--- src/sv/bpq_pkg.sv ---
// Package for the bounded priority queue: field widths, command and status
// codes, and the result type of the shared compare unit. No dependencies.
package bpq_pkg;

  // Default number of queue slots
  localparam int DEPTH_DEF = 16;

  // Field widths
  localparam int CMD_W     = 2;
  localparam int ID_W      = 16;
  localparam int PRI_W     = 8;
  localparam int ST_W      = 2;
  localparam int CNT_OUT_W = 5;

  // Command codes
  localparam logic [CMD_W-1:0] CMD_INSERT = 2'd0;
  localparam logic [CMD_W-1:0] CMD_POP    = 2'd1;
  localparam logic [CMD_W-1:0] CMD_ROTATE = 2'd2;
  localparam logic [CMD_W-1:0] CMD_REMOVE = 2'd3;

  // Status codes
  localparam logic [ST_W-1:0] ST_DONE  = 2'd0;
  localparam logic [ST_W-1:0] ST_EMPTY = 2'd1;
  localparam logic [ST_W-1:0] ST_FULL  = 2'd2;

  // Flags from the shared compare unit
  typedef struct packed {
    logic pri_gt;  // x priority above y priority
    logic id_eq;   // x id equals y id
  } cmp_res_t;

endpackage

--- src/sv/bpq_store.sv ---
// Slot storage for the bounded priority queue: id and priority arrays with
// one write port and one registered read port. Depends on bpq_pkg.
module bpq_store #(
  parameter int DEPTH = bpq_pkg::DEPTH_DEF,
  localparam int AW = $clog2(DEPTH)
) (
  input  logic                      clk,
  input  logic                      we,
  input  logic [AW-1:0]             waddr,
  input  logic [bpq_pkg::ID_W-1:0]  wid,
  input  logic [bpq_pkg::PRI_W-1:0] wpri,
  input  logic [AW-1:0]             raddr,
  output logic [bpq_pkg::ID_W-1:0]  rid,
  output logic [bpq_pkg::PRI_W-1:0] rpri
);
  import bpq_pkg::*;

  logic [ID_W-1:0]  mem_id  [DEPTH];
  logic [PRI_W-1:0] mem_pri [DEPTH];

  // Write port
  always_ff @(posedge clk) begin
    if (we) begin
      mem_id[waddr]  <= wid;
      mem_pri[waddr] <= wpri;
    end
  end

  // Registered read port
  always_ff @(posedge clk) begin
    rid  <= mem_id[raddr];
    rpri <= mem_pri[raddr];
  end

endmodule

--- src/sv/bpq_cmp.sv ---
// Shared compare unit of the bounded priority queue: priority magnitude and
// id equality on operands chosen by the sequencer. Depends on bpq_pkg.
module bpq_cmp (
  input  logic [bpq_pkg::PRI_W-1:0] x_pri,
  input  logic [bpq_pkg::PRI_W-1:0] y_pri,
  input  logic [bpq_pkg::ID_W-1:0]  x_id,
  input  logic [bpq_pkg::ID_W-1:0]  y_id,
  output bpq_pkg::cmp_res_t         res
);
  import bpq_pkg::*;

  always_comb begin
    res.pri_gt = (x_pri > y_pri);
    res.id_eq  = (x_id == y_id);
  end

endmodule

--- src/sv/bounded_priority_queue_unit.sv ---
// Bounded priority queue: ordered list of up to DEPTH (id, priority) entries.
// Depends on bpq_pkg, bpq_store and bpq_cmp.
//
// Usage:
//   A request (in_cmd, in_entry_id, in_entry_priority) is taken at a rising
//   edge with start high and busy low. Commands: insert, pop head, rotate
//   head to tail, remove first entry with a matching id.
//   Exactly one result follows per request, shown for one cycle with
//   out_valid high; busy stays high from the request until that cycle ends.
//   The receiver cannot stall, so the result is lost if not sampled then.
// Operation:
//   Entries live in a single-port-read slot memory; one sequencer walks it
//   with one read and one write per cycle. Pop, rotate and remove shift the
//   tail down one slot per cycle; insert may first scan for its place, then
//   shift the tail up. The next request can be taken the cycle after the strobe.
// Reset:
//   rst_n low empties the queue (count zero) and returns to idle. Slot
//   contents are not cleared; only slots below the count are ever read.
module bounded_priority_queue_unit #(
  parameter int DEPTH = bpq_pkg::DEPTH_DEF
) (
  input  logic                          clk,
  input  logic                          rst_n,
  input  logic                          start,
  output logic                          busy,
  input  logic [bpq_pkg::CMD_W-1:0]     in_cmd,
  input  logic [bpq_pkg::ID_W-1:0]      in_entry_id,
  input  logic [bpq_pkg::PRI_W-1:0]     in_entry_priority,
  output logic                          out_valid,
  output logic [bpq_pkg::ST_W-1:0]      out_status,
  output logic [bpq_pkg::ID_W-1:0]      out_popped_id,
  output logic [bpq_pkg::PRI_W-1:0]     out_popped_priority,
  output logic                          out_head_valid,
  output logic [bpq_pkg::ID_W-1:0]      out_head_id,
  output logic [bpq_pkg::PRI_W-1:0]     out_head_priority,
  output logic [bpq_pkg::CNT_OUT_W-1:0] out_entry_count
);
  import bpq_pkg::*;

  localparam int AW = $clog2(DEPTH);
  localparam int CW = $clog2(DEPTH + 1);

  typedef enum logic [2:0] {
    S_IDLE,
    S_DECODE,
    S_TAIL_RD,
    S_TAIL_CHK,
    S_SCAN,
    S_SHIFT,
    S_FINAL,
    S_DONE
  } state_t;

  state_t state_r, state_nxt;

  // Latched request
  logic [CMD_W-1:0] cmd_r, cmd_nxt;
  logic [ID_W-1:0]  id_r, id_nxt;
  logic [PRI_W-1:0] pri_r, pri_nxt;

  // Queue bookkeeping and head mirror of slot 0
  logic [CW-1:0]    count_r, count_nxt;
  logic [ID_W-1:0]  head_id_r, head_id_nxt;
  logic [PRI_W-1:0] head_pri_r, head_pri_nxt;

  // Result fields
  logic [ST_W-1:0]  status_r, status_nxt;
  logic [ID_W-1:0]  pop_id_r, pop_id_nxt;
  logic [PRI_W-1:0] pop_pri_r, pop_pri_nxt;

  // Scan walker
  logic [CW-1:0] sc_rd_r, sc_rd_nxt;
  logic          sc_pend_r, sc_pend_nxt;
  logic [AW-1:0] sc_addr_r, sc_addr_nxt;

  // Shift walker
  logic [AW-1:0] sh_rd_r, sh_rd_nxt;
  logic [CW-1:0] sh_left_r, sh_left_nxt;
  logic          sh_up_r, sh_up_nxt;
  logic          sh_pend_r, sh_pend_nxt;
  logic [AW-1:0] sh_dst_r, sh_dst_nxt;

  // Closing write in the final state, after any shift
  logic             fin_en_r, fin_en_nxt;
  logic [AW-1:0]    fin_addr_r, fin_addr_nxt;
  logic [ID_W-1:0]  fin_id_r, fin_id_nxt;
  logic [PRI_W-1:0] fin_pri_r, fin_pri_nxt;

  // Memory and compare unit hookup
  logic             we;
  logic [AW-1:0]    waddr, raddr;
  logic [ID_W-1:0]  wid, rd_id;
  logic [PRI_W-1:0] wpri, rd_pri;
  logic [PRI_W-1:0] x_pri, y_pri;
  cmp_res_t         cmp;
  logic             match;

  bpq_store #(.DEPTH(DEPTH)) u_store (
    .clk   (clk),
    .we    (we),
    .waddr (waddr),
    .wid   (wid),
    .wpri  (wpri),
    .raddr (raddr),
    .rid   (rd_id),
    .rpri  (rd_pri)
  );

  bpq_cmp u_cmp (
    .x_pri (x_pri),
    .y_pri (y_pri),
    .x_id  (rd_id),
    .y_id  (id_r),
    .res   (cmp)
  );

  // Scan hit: insert stops at first priority at or below its own
  assign match = (cmd_r == CMD_INSERT) ? !cmp.pri_gt : cmp.id_eq;

  // Sequencer
  always_comb begin
    state_nxt    = state_r;
    cmd_nxt      = cmd_r;
    id_nxt       = id_r;
    pri_nxt      = pri_r;
    count_nxt    = count_r;
    head_id_nxt  = head_id_r;
    head_pri_nxt = head_pri_r;
    status_nxt   = status_r;
    pop_id_nxt   = pop_id_r;
    pop_pri_nxt  = pop_pri_r;
    sc_rd_nxt    = sc_rd_r;
    sc_pend_nxt  = sc_pend_r;
    sc_addr_nxt  = sc_addr_r;
    sh_rd_nxt    = sh_rd_r;
    sh_left_nxt  = sh_left_r;
    sh_up_nxt    = sh_up_r;
    sh_pend_nxt  = sh_pend_r;
    sh_dst_nxt   = sh_dst_r;
    fin_en_nxt   = fin_en_r;
    fin_addr_nxt = fin_addr_r;
    fin_id_nxt   = fin_id_r;
    fin_pri_nxt  = fin_pri_r;
    we           = 1'b0;
    waddr        = '0;
    wid          = rd_id;
    wpri         = rd_pri;
    raddr        = '0;
    x_pri        = pri_r;
    y_pri        = head_pri_r;

    case (state_r)
      S_IDLE: begin
        if (start) begin
          cmd_nxt     = in_cmd;
          id_nxt      = in_entry_id;
          pri_nxt     = in_entry_priority;
          status_nxt  = ST_DONE;
          pop_id_nxt  = '0;
          pop_pri_nxt = '0;
          fin_en_nxt  = 1'b0;
          sh_pend_nxt = 1'b0;
          sc_pend_nxt = 1'b0;
          state_nxt   = S_DECODE;
        end
      end

      S_DECODE: begin
        case (cmd_r)
          CMD_INSERT: begin
            if (count_r == CW'(DEPTH)) begin
              status_nxt = ST_FULL;
              state_nxt  = S_DONE;
            end else if (count_r == '0) begin
              fin_en_nxt   = 1'b1;
              fin_addr_nxt = '0;
              fin_id_nxt   = id_r;
              fin_pri_nxt  = pri_r;
              count_nxt    = count_r + CW'(1);
              state_nxt    = S_FINAL;
            end else if (cmp.pri_gt) begin
              // new entry goes in front: move everything up
              sh_rd_nxt    = AW'(count_r - CW'(1));
              sh_left_nxt  = count_r;
              sh_up_nxt    = 1'b1;
              fin_en_nxt   = 1'b1;
              fin_addr_nxt = '0;
              fin_id_nxt   = id_r;
              fin_pri_nxt  = pri_r;
              count_nxt    = count_r + CW'(1);
              state_nxt    = S_SHIFT;
            end else begin
              state_nxt = S_TAIL_RD;
            end
          end
          CMD_POP: begin
            if (count_r == '0) begin
              status_nxt = ST_EMPTY;
              state_nxt  = S_DONE;
            end else begin
              pop_id_nxt  = head_id_r;
              pop_pri_nxt = head_pri_r;
              sh_rd_nxt   = AW'(1);
              sh_left_nxt = count_r - CW'(1);
              sh_up_nxt   = 1'b0;
              count_nxt   = count_r - CW'(1);
              state_nxt   = S_SHIFT;
            end
          end
          CMD_ROTATE: begin
            if (count_r == '0) begin
              status_nxt = ST_EMPTY;
              state_nxt  = S_DONE;
            end else if (count_r == CW'(1)) begin
              state_nxt = S_DONE;
            end else begin
              // old head lands in the last slot after the shift down
              fin_en_nxt   = 1'b1;
              fin_addr_nxt = AW'(count_r - CW'(1));
              fin_id_nxt   = head_id_r;
              fin_pri_nxt  = head_pri_r;
              sh_rd_nxt    = AW'(1);
              sh_left_nxt  = count_r - CW'(1);
              sh_up_nxt    = 1'b0;
              state_nxt    = S_SHIFT;
            end
          end
          default: begin
            if (count_r == '0) begin
              status_nxt = ST_EMPTY;
              state_nxt  = S_DONE;
            end else begin
              sc_rd_nxt = '0;
              state_nxt = S_SCAN;
            end
          end
        endcase
      end

      S_TAIL_RD: begin
        raddr     = AW'(count_r - CW'(1));
        state_nxt = S_TAIL_CHK;
      end

      S_TAIL_CHK: begin
        y_pri = rd_pri;
        if (!cmp.pri_gt) begin
          // at or below the tail: append
          fin_en_nxt   = 1'b1;
          fin_addr_nxt = AW'(count_r);
          fin_id_nxt   = id_r;
          fin_pri_nxt  = pri_r;
          count_nxt    = count_r + CW'(1);
          state_nxt    = S_FINAL;
        end else begin
          sc_rd_nxt = CW'(1);
          state_nxt = S_SCAN;
        end
      end

      S_SCAN: begin
        x_pri = rd_pri;
        y_pri = pri_r;
        if (sc_pend_r && match) begin
          sc_pend_nxt = 1'b0;
          if (cmd_r == CMD_INSERT) begin
            sh_rd_nxt    = AW'(count_r - CW'(1));
            sh_left_nxt  = count_r - CW'(sc_addr_r);
            sh_up_nxt    = 1'b1;
            fin_en_nxt   = 1'b1;
            fin_addr_nxt = sc_addr_r;
            fin_id_nxt   = id_r;
            fin_pri_nxt  = pri_r;
            count_nxt    = count_r + CW'(1);
          end else begin
            sh_rd_nxt   = sc_addr_r + AW'(1);
            sh_left_nxt = count_r - CW'(1) - CW'(sc_addr_r);
            sh_up_nxt   = 1'b0;
            count_nxt   = count_r - CW'(1);
          end
          state_nxt = S_SHIFT;
        end else if (sc_rd_r < count_r) begin
          raddr       = sc_rd_r[AW-1:0];
          sc_pend_nxt = 1'b1;
          sc_addr_nxt = sc_rd_r[AW-1:0];
          sc_rd_nxt   = sc_rd_r + CW'(1);
        end else begin
          sc_pend_nxt = 1'b0;
          if (!sc_pend_r) begin
            status_nxt = ST_EMPTY;
            state_nxt  = S_DONE;
          end
        end
      end

      S_SHIFT: begin
        // write back the slot read last cycle, one place over
        if (sh_pend_r) begin
          we    = 1'b1;
          waddr = sh_dst_r;
        end
        if (sh_left_r != '0) begin
          raddr       = sh_rd_r;
          sh_pend_nxt = 1'b1;
          sh_dst_nxt  = sh_up_r ? sh_rd_r + AW'(1) : sh_rd_r - AW'(1);
          sh_rd_nxt   = sh_up_r ? sh_rd_r - AW'(1) : sh_rd_r + AW'(1);
          sh_left_nxt = sh_left_r - CW'(1);
        end else begin
          sh_pend_nxt = 1'b0;
          if (!sh_pend_r) begin
            state_nxt = S_FINAL;
          end
        end
      end

      S_FINAL: begin
        if (fin_en_r) begin
          we    = 1'b1;
          waddr = fin_addr_r;
          wid   = fin_id_r;
          wpri  = fin_pri_r;
        end
        state_nxt = S_DONE;
      end

      S_DONE: begin
        state_nxt = S_IDLE;
      end

      default: begin
        state_nxt = S_IDLE;
      end
    endcase

    // Keep the head mirror in step with slot 0
    if (we && (waddr == '0)) begin
      head_id_nxt  = wid;
      head_pri_nxt = wpri;
    end
  end

  // State and registered fields
  always_ff @(posedge clk) begin
    if (!rst_n) begin
      state_r   <= S_IDLE;
      count_r   <= '0;
      sc_pend_r <= 1'b0;
      sh_pend_r <= 1'b0;
      fin_en_r  <= 1'b0;
    end else begin
      state_r   <= state_nxt;
      count_r   <= count_nxt;
      sc_pend_r <= sc_pend_nxt;
      sh_pend_r <= sh_pend_nxt;
      fin_en_r  <= fin_en_nxt;
    end
    cmd_r      <= cmd_nxt;
    id_r       <= id_nxt;
    pri_r      <= pri_nxt;
    head_id_r  <= head_id_nxt;
    head_pri_r <= head_pri_nxt;
    status_r   <= status_nxt;
    pop_id_r   <= pop_id_nxt;
    pop_pri_r  <= pop_pri_nxt;
    sc_rd_r    <= sc_rd_nxt;
    sc_addr_r  <= sc_addr_nxt;
    sh_rd_r    <= sh_rd_nxt;
    sh_left_r  <= sh_left_nxt;
    sh_up_r    <= sh_up_nxt;
    sh_dst_r   <= sh_dst_nxt;
    fin_addr_r <= fin_addr_nxt;
    fin_id_r   <= fin_id_nxt;
    fin_pri_r  <= fin_pri_nxt;
  end

  // Ports
  assign busy                = (state_r != S_IDLE);
  assign out_valid           = (state_r == S_DONE);
  assign out_status          = status_r;
  assign out_popped_id       = pop_id_r;
  assign out_popped_priority = pop_pri_r;
  assign out_head_valid      = (count_r != '0);
  assign out_head_id         = out_head_valid ? head_id_r : '0;
  assign out_head_priority   = out_head_valid ? head_pri_r : '0;
  assign out_entry_count     = CNT_OUT_W'(count_r);

endmodule

--- config.mk ---
export PLATFORM = sky130hd
export DESIGN_NAME = bounded_priority_queue_unit
export DESIGN_NICKNAME = d
export VERILOG_FILES = /design/src/sv/bpq_pkg.sv /design/src/sv/bpq_store.sv /design/src/sv/bpq_cmp.sv /design/src/sv/bounded_priority_queue_unit.sv
export SDC_FILE = /design/constraint.sdc
export NUM_CORES = 1
export LEC_CHECK = 0
export BUFFER_PORTS_ARGS = -buffer_cell sky130_fd_sc_hd__clkbuf_2
export CAP_MARGIN = 40
export CORE_MARGIN = 2
export CORE_UTILIZATION = 56
export DETAILED_ROUTE_END_ITERATION = 7
export HOLD_SLACK_MARGIN = 0.02
export PLACE_DENSITY = 0.76
export SLEW_MARGIN = 20
export SYNTH_ARGS = -nofsm -noshare
export SYNTH_HDL_FRONTEND = slang
export SYNTH_HIERARCHICAL = 1
export SYNTH_SLANG_ARGS = --single-unit
--- constraint.sdc ---
create_clock -name clk -period 4.4 [get_ports clk]
set_input_delay 0.66 -clock clk [delete_from_list [all_inputs] [get_ports clk]]
set_output_delay 0.66 -clock clk [all_outputs]
set_load 0.05 [all_outputs]
==> results of run 1 <==
==> cells in the mapped netlist, drive strengths merged (10+ instances only) <==
cell      n
edfxtp  511
nand2   178
mux4     96
a22oi    61
clkbuf   38
nor2     38
nor2b    37
dfxtp    35
o21ai    34
inv      33
xnor2    33
buf      32
ha       31
and2     28
mux2     24
a21oi    19
nand3    14
nor3     14
mux2i    10
xor2     10
==> layer usage <==
metal / up-vias / part of all wire (%)
met3: 125 / 10
li1: 5583 / -
met5: - / 0
met1: 6663 / 40
met4: 0 / 2.9
met2: 754 / 47
==> through the flow <==
step / area (um^2) / hold slack (ns) / worst slack, ns / cells / total power, mW
after floorplan: 22810 / 0.4687 / 0.01050 / 1366 / 9.802
after global placement: 24330 / 0.5026 / 0.2011 / 1976 / 10.99
after detailed placement: 24360 / 0.5072 / 0.1093 / 1977 / 11.12
after CTS: 26190 / 0.2151 / 0.08590 / 2076 / 15.89
after global routing: 26250 / 0.2229 / -0.01851 / 2080 / 16.47
final: 26250 / 0.2377 / 0.1563 / 2080 / 15.90
==> state kept, by name, indices dropped and copies added, names as in the netlist, 2 cells and up <==
register             flops
out_entry_count          5
u_store/rpri             8
u_store/mem_pri        128
head_id_r               16
cmd_r                    2
state_r                  3
fin_addr_r               4
sh_dst_r                 4
sh_rd_r                  4
fin_pri_r                8
head_pri_r               8
u_store/mem_id         256
pri_r                    8
sc_addr_r                4
out_popped_priority      8
out_status               2
sh_left_r                5
fin_id_r                16
out_popped_id           16
u_store/rid             16
sc_rd_r                  5
id_r                    16
==> worst max-delay path by stage <==
stage	cells past startpoint	to	start
final	19	u_store/rpri[0]	state_r[2]
after global routing	19	u_store/rpri[0]	state_r[2]
after CTS	19	u_store/rid[4]	state_r[0]
after floorplan	22	u_store/rid[0]	state_r[0]
after detailed placement	19	u_store/rid[4]	state_r[0]
after global placement	17	u_store/rid[0]	state_r[1]
==> cells by family after synthesis <==
kind of cell	share of synthesized area, %
xor+xnor	1.653
simple gates	7.448
buf+inv	2.159
flops	70.43
fa+ha+maj	1.791
mux	11.40
compound gates	5.119
==> layout make-up <==
type / count / area, um^2
clock buffers: 70 / 1483
clock inverters: 29 / 344.1
flip-flops and latches: 546 / 16050
inverters: 34 / 127.6
repair buffers: 160 / 1227
well taps: 525 / 656.9
fillers: 2552 / 13670
multi-input cells: 716 / 6362
==> repair_timing <==
item / 4_1_cts / 5_1_grt
hold buffers: 0 / 0
endpoints found under the setup margin: 0 / 21
gates resized for setup: 0 / 8
buffers inserted: 0 / 3
endpoints found under the hold margin: 0 / 0
==> placed cells by master (no fill, tap or decap), drive strengths merged, types with 19 or more instances in the layout <==
master,synthesis,layout
mux2,24,24
nand2,178,178
o21ai,34,34
a22oi,61,61
clkbuf,38,156
dfxtp,35,35
inv,33,36
nor2b,37,37
edfxtp,511,511
a21oi,19,19
buf,32,74
ha,31,31
xnor2,33,33
and2,28,28
mux4,96,96
nor2,38,38
==> worst register-to-register path: cells and delay by family (launching register included) <==
kind | cells | cell delay [ns]
compound gates | 8 | 1.63
fa+ha+maj | 1 | 0.28
buf+inv | 4 | 0.60
flops | 1 | 0.36
mux | 1 | 0.55
simple gates | 5 | 0.72
==> report_power, final <==
group / switching [mW] / leakage (nW) / total [mW] / internal (mW)
Combinational: 2.68 / 3.25 / 4.06 / 1.38
Clock: 1.96 / 0.898 / 4.75 / 2.79
Sequential: 0.352 / 4.93 / 7.09 / 6.74
Total: 4.99 / 9.08 / 15.9 / 10.9
==> run summary, run 1 <==
Yosys top cell area share: 67.36%
Final min period: 4.244 ns
Wirelength per Cell: 26.47 um
DRT Pass-1 Iters: 5
worst r2r dst: u_store/rpri[0]
# nets final: 1572
Hold Crit Depth: 1
Fmax: 0.2356 GHz
HP Start: in_entry_id[9]
Routed Antenna Nets: 0
Lkg Pwr: 9.083 nW
Synth area leaders: edfxtp_1 (67%), mux4_2 (9.5%), dfxtp_1 (3.1%)
first-pass GRT wire length: 81.92 mm
# rows: 73
Max Transition Viols Final: 0
drt first-iter violations: 1679
critical-path cell list: nor3b_4 > buf_6 > a22oi_1 > nand2_1 > inv_1 > ha_1 > nor2b_1 > o211ai_1 > a21o_1 > a31oi_4 > nor2b_1 > o21a_1 > a311oi_4 > a221o_4 > buf_12 > buf_16 > mux4_2 > a22oi_1 > nand2_1
path depth of the worst reg2reg path: 19
fraction of registers with async set/reset: 0%
hold crit path type: in -> reg
TritonCTS buffer count: 53
Pwr Density: 605.7 mW/mm^2
Overflow after GRT: 0
met3 Usage GRT: 4.260%
vias in the first global route: 13190
period utilization: 96.45%
Setup Total Neg Slack: 0 ns
Worst Path Required: 4.88 ns
synthesized area per cell: 16.68 um^2
post-layout util: 65.76%
Max-Cap Viols: 0
Crit Path Class: reg -> reg
Yosys warnings: 6
Initial Util: 57.07%
post-synth top area cell: edfxtp_1
type of origin of the critical path: flip-flop
worst ir drop on vdd: 0.0004001 V
Die X: 205.7 um
Mapped Nets: 1427
diode count: 0
vias per std cell: 6.310
DRC: 0
post-synth cell types: 70
initial antenna violation count: 0
clk root buf: clkbuf_16
Syn Std Cell Area: 0.02278 mm^2
Crit-path slowest cell: mux4_2
status: finished, final reports clean
Worst-Margin Slew: 0.6907 ns
M2 GR Usage: 41.63%
Max H-tree Level: 2
cell family with most CP delay: compound AO/OA/AOI/OAI gates
GPL Wtd Cong: 0.9023
TritonCTS clock tree: done
synthesized flop and latch total: 546
WL final: 55.06 mm
Final Hold Fails: 0
clk_lat worst skew: 0.60 ns
Reg clk slew, reported paths: 0.07 ns
reg2reg start: state_r[2]
clock tree sinks: 546
Vias: 13130
GRT Max-Usage Layer: met2
core area: 0.03991 mm^2
main flop type after synthesis: edfxtp_1
Reg2Reg Setup Slack: 0.16 ns
Final setup viols: 0
CTS Buffer Depth: 3
GRT Util Overall: 26.46%
critical path's largest stage delay: 0.54 ns
Syn-to-layout area delta: 15.22%
met1 Track Usage GR: 37.82%
# IOs: 87
slew margin rel.: 53.84%
Seq/Total Area, Yosys: 70.43%
layout cells sized above 1: 26.50%
Post-synth EDFFs: 511
CP Buf/Inv Count: 4
Die Area: 0.04231 mm^2
Endpoint, Worst Hold: id_r[9]
synthesized netlist cell count: 1366
critical path endpoint category: flip-flop
post-detail-place hpwl: 32.44 mm
Clock Skews: 0.02349 ns
crit-path max FO: 15
pin count of the biggest net entering global routing: 30
Die Ht: 205.7 um
Worst EP arrival: 4.72 ns
I/O Buffers: 86
Note: power is estimated with default switching activity, not from simulation.
==> inputs of run 2 (changes only) <==
--- a/config.mk
+++ b/config.mk
@@ -6,12 +6,11 @@
 export NUM_CORES = 1
 export LEC_CHECK = 0
 export BUFFER_PORTS_ARGS = -buffer_cell sky130_fd_sc_hd__clkbuf_2
-export CAP_MARGIN = 40
 export CORE_MARGIN = 2
 export CORE_UTILIZATION = 56
 export DETAILED_ROUTE_END_ITERATION = 7
 export HOLD_SLACK_MARGIN = 0.02
-export PLACE_DENSITY = 0.76
+export PLACE_DENSITY = 0.8
 export SLEW_MARGIN = 20
 export SYNTH_ARGS = -nofsm -noshare
 export SYNTH_HDL_FRONTEND = slang
==> run 2 against run 1 <==
  * Count of clock-buffer cells in the layout is 11 lower
  * Flip-flop and latch count stayed put
  * Power is 0.51% higher
  * Clock power is 1% higher
  * Worst hold slack worse by 0.015 ns
  * Critical path type unchanged
  * First-iteration DRC count is 3.8% higher
  * Via count hardly changed
  * Design area hardly changed
  * Combinational power hardly changed
==> run summary, run 2 (synthesis results as in run 1) <==
Reg clk slew, reported paths: 0.07 ns (about the same)
TritonCTS clock tree: done
drt first-iter violations: 1742 (+3.8%)
Worst EP arrival: 4.78 ns (+0.06 ns)
Die X: 205.7 um (unchanged)
Final setup viols: 0 (unchanged)
Vias: 13130 (+0.030%)
CTS Buffer Depth: 3 (unchanged)
most frequent cells in the layout: edfxtp_1 (511), nand2_1 (177), mux4_2 (96)
slew margin rel.: 28.15% (-26 points)
TritonCTS buffer count: 50 (-5.7%)
HP Start: in_entry_id[8]
Fillers: 2501 (-2.0%)
Worst Path Required: 4.89 ns (about the same)
DRT Pass-1 Iters: 5 (unchanged)
Lkg Pwr: 9.105 nW (+0.24%)
Pwr Density: 608.4 mW/mm^2 (+0.44%)
pin count of the biggest net entering global routing: 38 (+27%)
hold_ws: 0.2224 ns (-0.01530 ns)
Final min period: 4.290 ns (+0.04591 ns)
# rows: 73 (unchanged)
GPL Wtd Cong: 0.9111 (+0.98%)
Clock Skews: 0.02834 ns (+0.004845 ns)
Fmax: 0.2331 GHz (-1.1%)
GRT Util Overall: 27.16% (+0.69 points)
Max H-tree Level: 2 (unchanged)
Overflow after GRT: 0 (unchanged)
hold crit path type: in -> reg
I/O Buffers: 86 (unchanged)
Hold Crit Depth: 1 (unchanged)
core area: 0.03991 mm^2 (unchanged)
CTS Hold Bufs: 0 (unchanged)
critical path endpoint category: flip-flop
status: finished, final reports clean
Routed Antenna Nets: 0 (unchanged)
Max Transition Viols Final: 0 (unchanged)
vias per std cell: 6.309 (about the same)
worst ir drop on vdd: 0.0002952 V (-26%)
first-pass GRT wire length: 83.11 mm (+1.5%)
# nets final: 1575 (+0.19%)
WL final: 57.37 mm (+4.2%)
post-detail-place hpwl: 32.58 mm (+0.43%)
crit-path max FO: 12 (-3)
Biggest register: u_store/mem_id
clk_lat worst skew: 0.61 ns (about the same)
Die Area: 0.04231 mm^2 (unchanged)
Wirelength per Cell: 27.57 um (+4.1%)
Final Hold Fails: 0 (unchanged)
commonest non-fill, non-tap cell in the layout: edfxtp_1
Initial Util: 57.07% (unchanged)
clock tree sinks: 546 (unchanged)
type of origin of the critical path: flip-flop
path depth of the worst reg2reg path: 18 (-1)
Max-Cap Viols: 0 (unchanged)
Crit Path Class: reg -> reg
diode count: 0 (unchanged)
initial antenna violation count: 0 (unchanged)
post-layout util: 65.81% (about the same)
Total Power: 15.98 mW (+0.51%)
Reg2Reg Setup Slack: 0.11 ns (-0.05 ns)
Regs by FF count: u_store/mem_id: 256 flops, u_store/mem_pri: 128 flops
DRC: 0 (unchanged)
vias in the first global route: 13160 (-0.24%)
Endpoint, Worst Hold: id_r[8]
Die Ht: 205.7 um (unchanged)
Largest register FFs: 256 (unchanged)
clk root buf: clkbuf_16
period utilization: 97.49% (+1.0 points)
Worst-Margin Slew: 1.075 ns (+0.3840 ns)
reg2reg start: state_r[1]
Syn-to-layout area delta: 15.31% (about the same)
worst r2r dst: u_store/rid[7]
# IOs: 87 (unchanged)
layout cells sized above 1: 26.93% (+0.43 points)
==> run 2: layout make-up <==
| type | instances | area, um^2 | share of cell area (%) |
|---|---|---|---|
| inverters | 34 | 127.6 | 0.4859 |
| repair buffers | 166 | 1219 | 4.639 |
| clock buffers | 59 | 1346 | 5.125 |
| flip-flops and latches | 546 | 16050 | 61.09 |
| well taps | 525 | 656.9 | 2.501 |
| clock inverters | 35 | 488.0 | 1.858 |
| multi-input cells | 716 | 6382 | 24.30 |
==> run 2: worst max-delay path by stage <==
| stage | start | end | slack [ns] | depth (start not counted) |
|---|---|---|---|---|
| 2_1_floorplan | state_r[0] | u_store/rid[0] | 0.01 | 22 |
| 3_3_place_gp | state_r[2] | u_store/rpri[4] | 0.11 | 16 |
| 3_5_place_dp | state_r[2] | u_store/rid[12] | -0.003 | 16 |
| 4_1_cts | state_r[2] | u_store/rid[14] | 0.02 | 19 |
| 5_1_grt | state_r[2] | u_store/rid[7] | -0.07 | 19 |
| 6_report | state_r[1] | u_store/rid[7] | 0.11 | 18 |
==> run 2: critical path, cell delays in order (launching register included) <==
cell	delay [ns]
dfxtp_1	0.45
and3b_2	0.28
buf_4	0.22
a22oi_1	0.09
nand2_1	0.07
inv_1	0.04
ha_1	0.28
nand4_1	0.13
a21o_1	0.21
a31oi_4	0.19
nor2b_1	0.08
o21a_1	0.23
a311oi_4	0.34
a221o_4	0.32
buf_4	0.20
buf_16	0.17
mux4_2	0.55
a22oi_1	0.24
nand2_1	0.10
==> run 2: where the power goes <==
| part | leakage [nW] | internal [mW] | switching (mW) |
|---|---|---|---|
| registers | 4.93 | 6.74 | 0.343 |
| clock network | 0.896 | 2.80 | 2.00 |
| logic | 3.27 | 1.36 | 2.73 |
==> run 2: what timing repair did <==
action                     in CTS  in global routing
pin swaps                       2                  3
gates resized for setup         4                  9
buffers inserted                4                  4
setup endpoints to repair       4                 24
gates cloned                    0                  3
hold endpoints to repair        0                  0
==> run 2: metal layers <==
metal | vias to the layer above | global-route usage (%) | wire, um
met5 | - | 0 | 0
met4 | 0 | 10.07 | 1623
met3 | 119 | 6.794 | 6818
met2 | 828 | 43.73 | 28100
met1 | 6606 | 36.08 | 20830
li1 | 5576 | - | -
==> run 2: metrics by stage <==
step | std cells | setup WS [ns] | setup TNS (ns) | instance area, um^2
2_1_floorplan | 1366 | 0.01050 | 0 | 22810
3_3_place_gp | 1976 | 0.1150 | 0 | 24230
3_5_place_dp | 1976 | -0.003299 | -0.003299 | 24230
4_1_cts | 2074 | 0.02393 | 0 | 26120
5_1_grt | 2081 | -0.06647 | -0.1541 | 26270
6_report | 2081 | 0.1104 | 0 | 26270
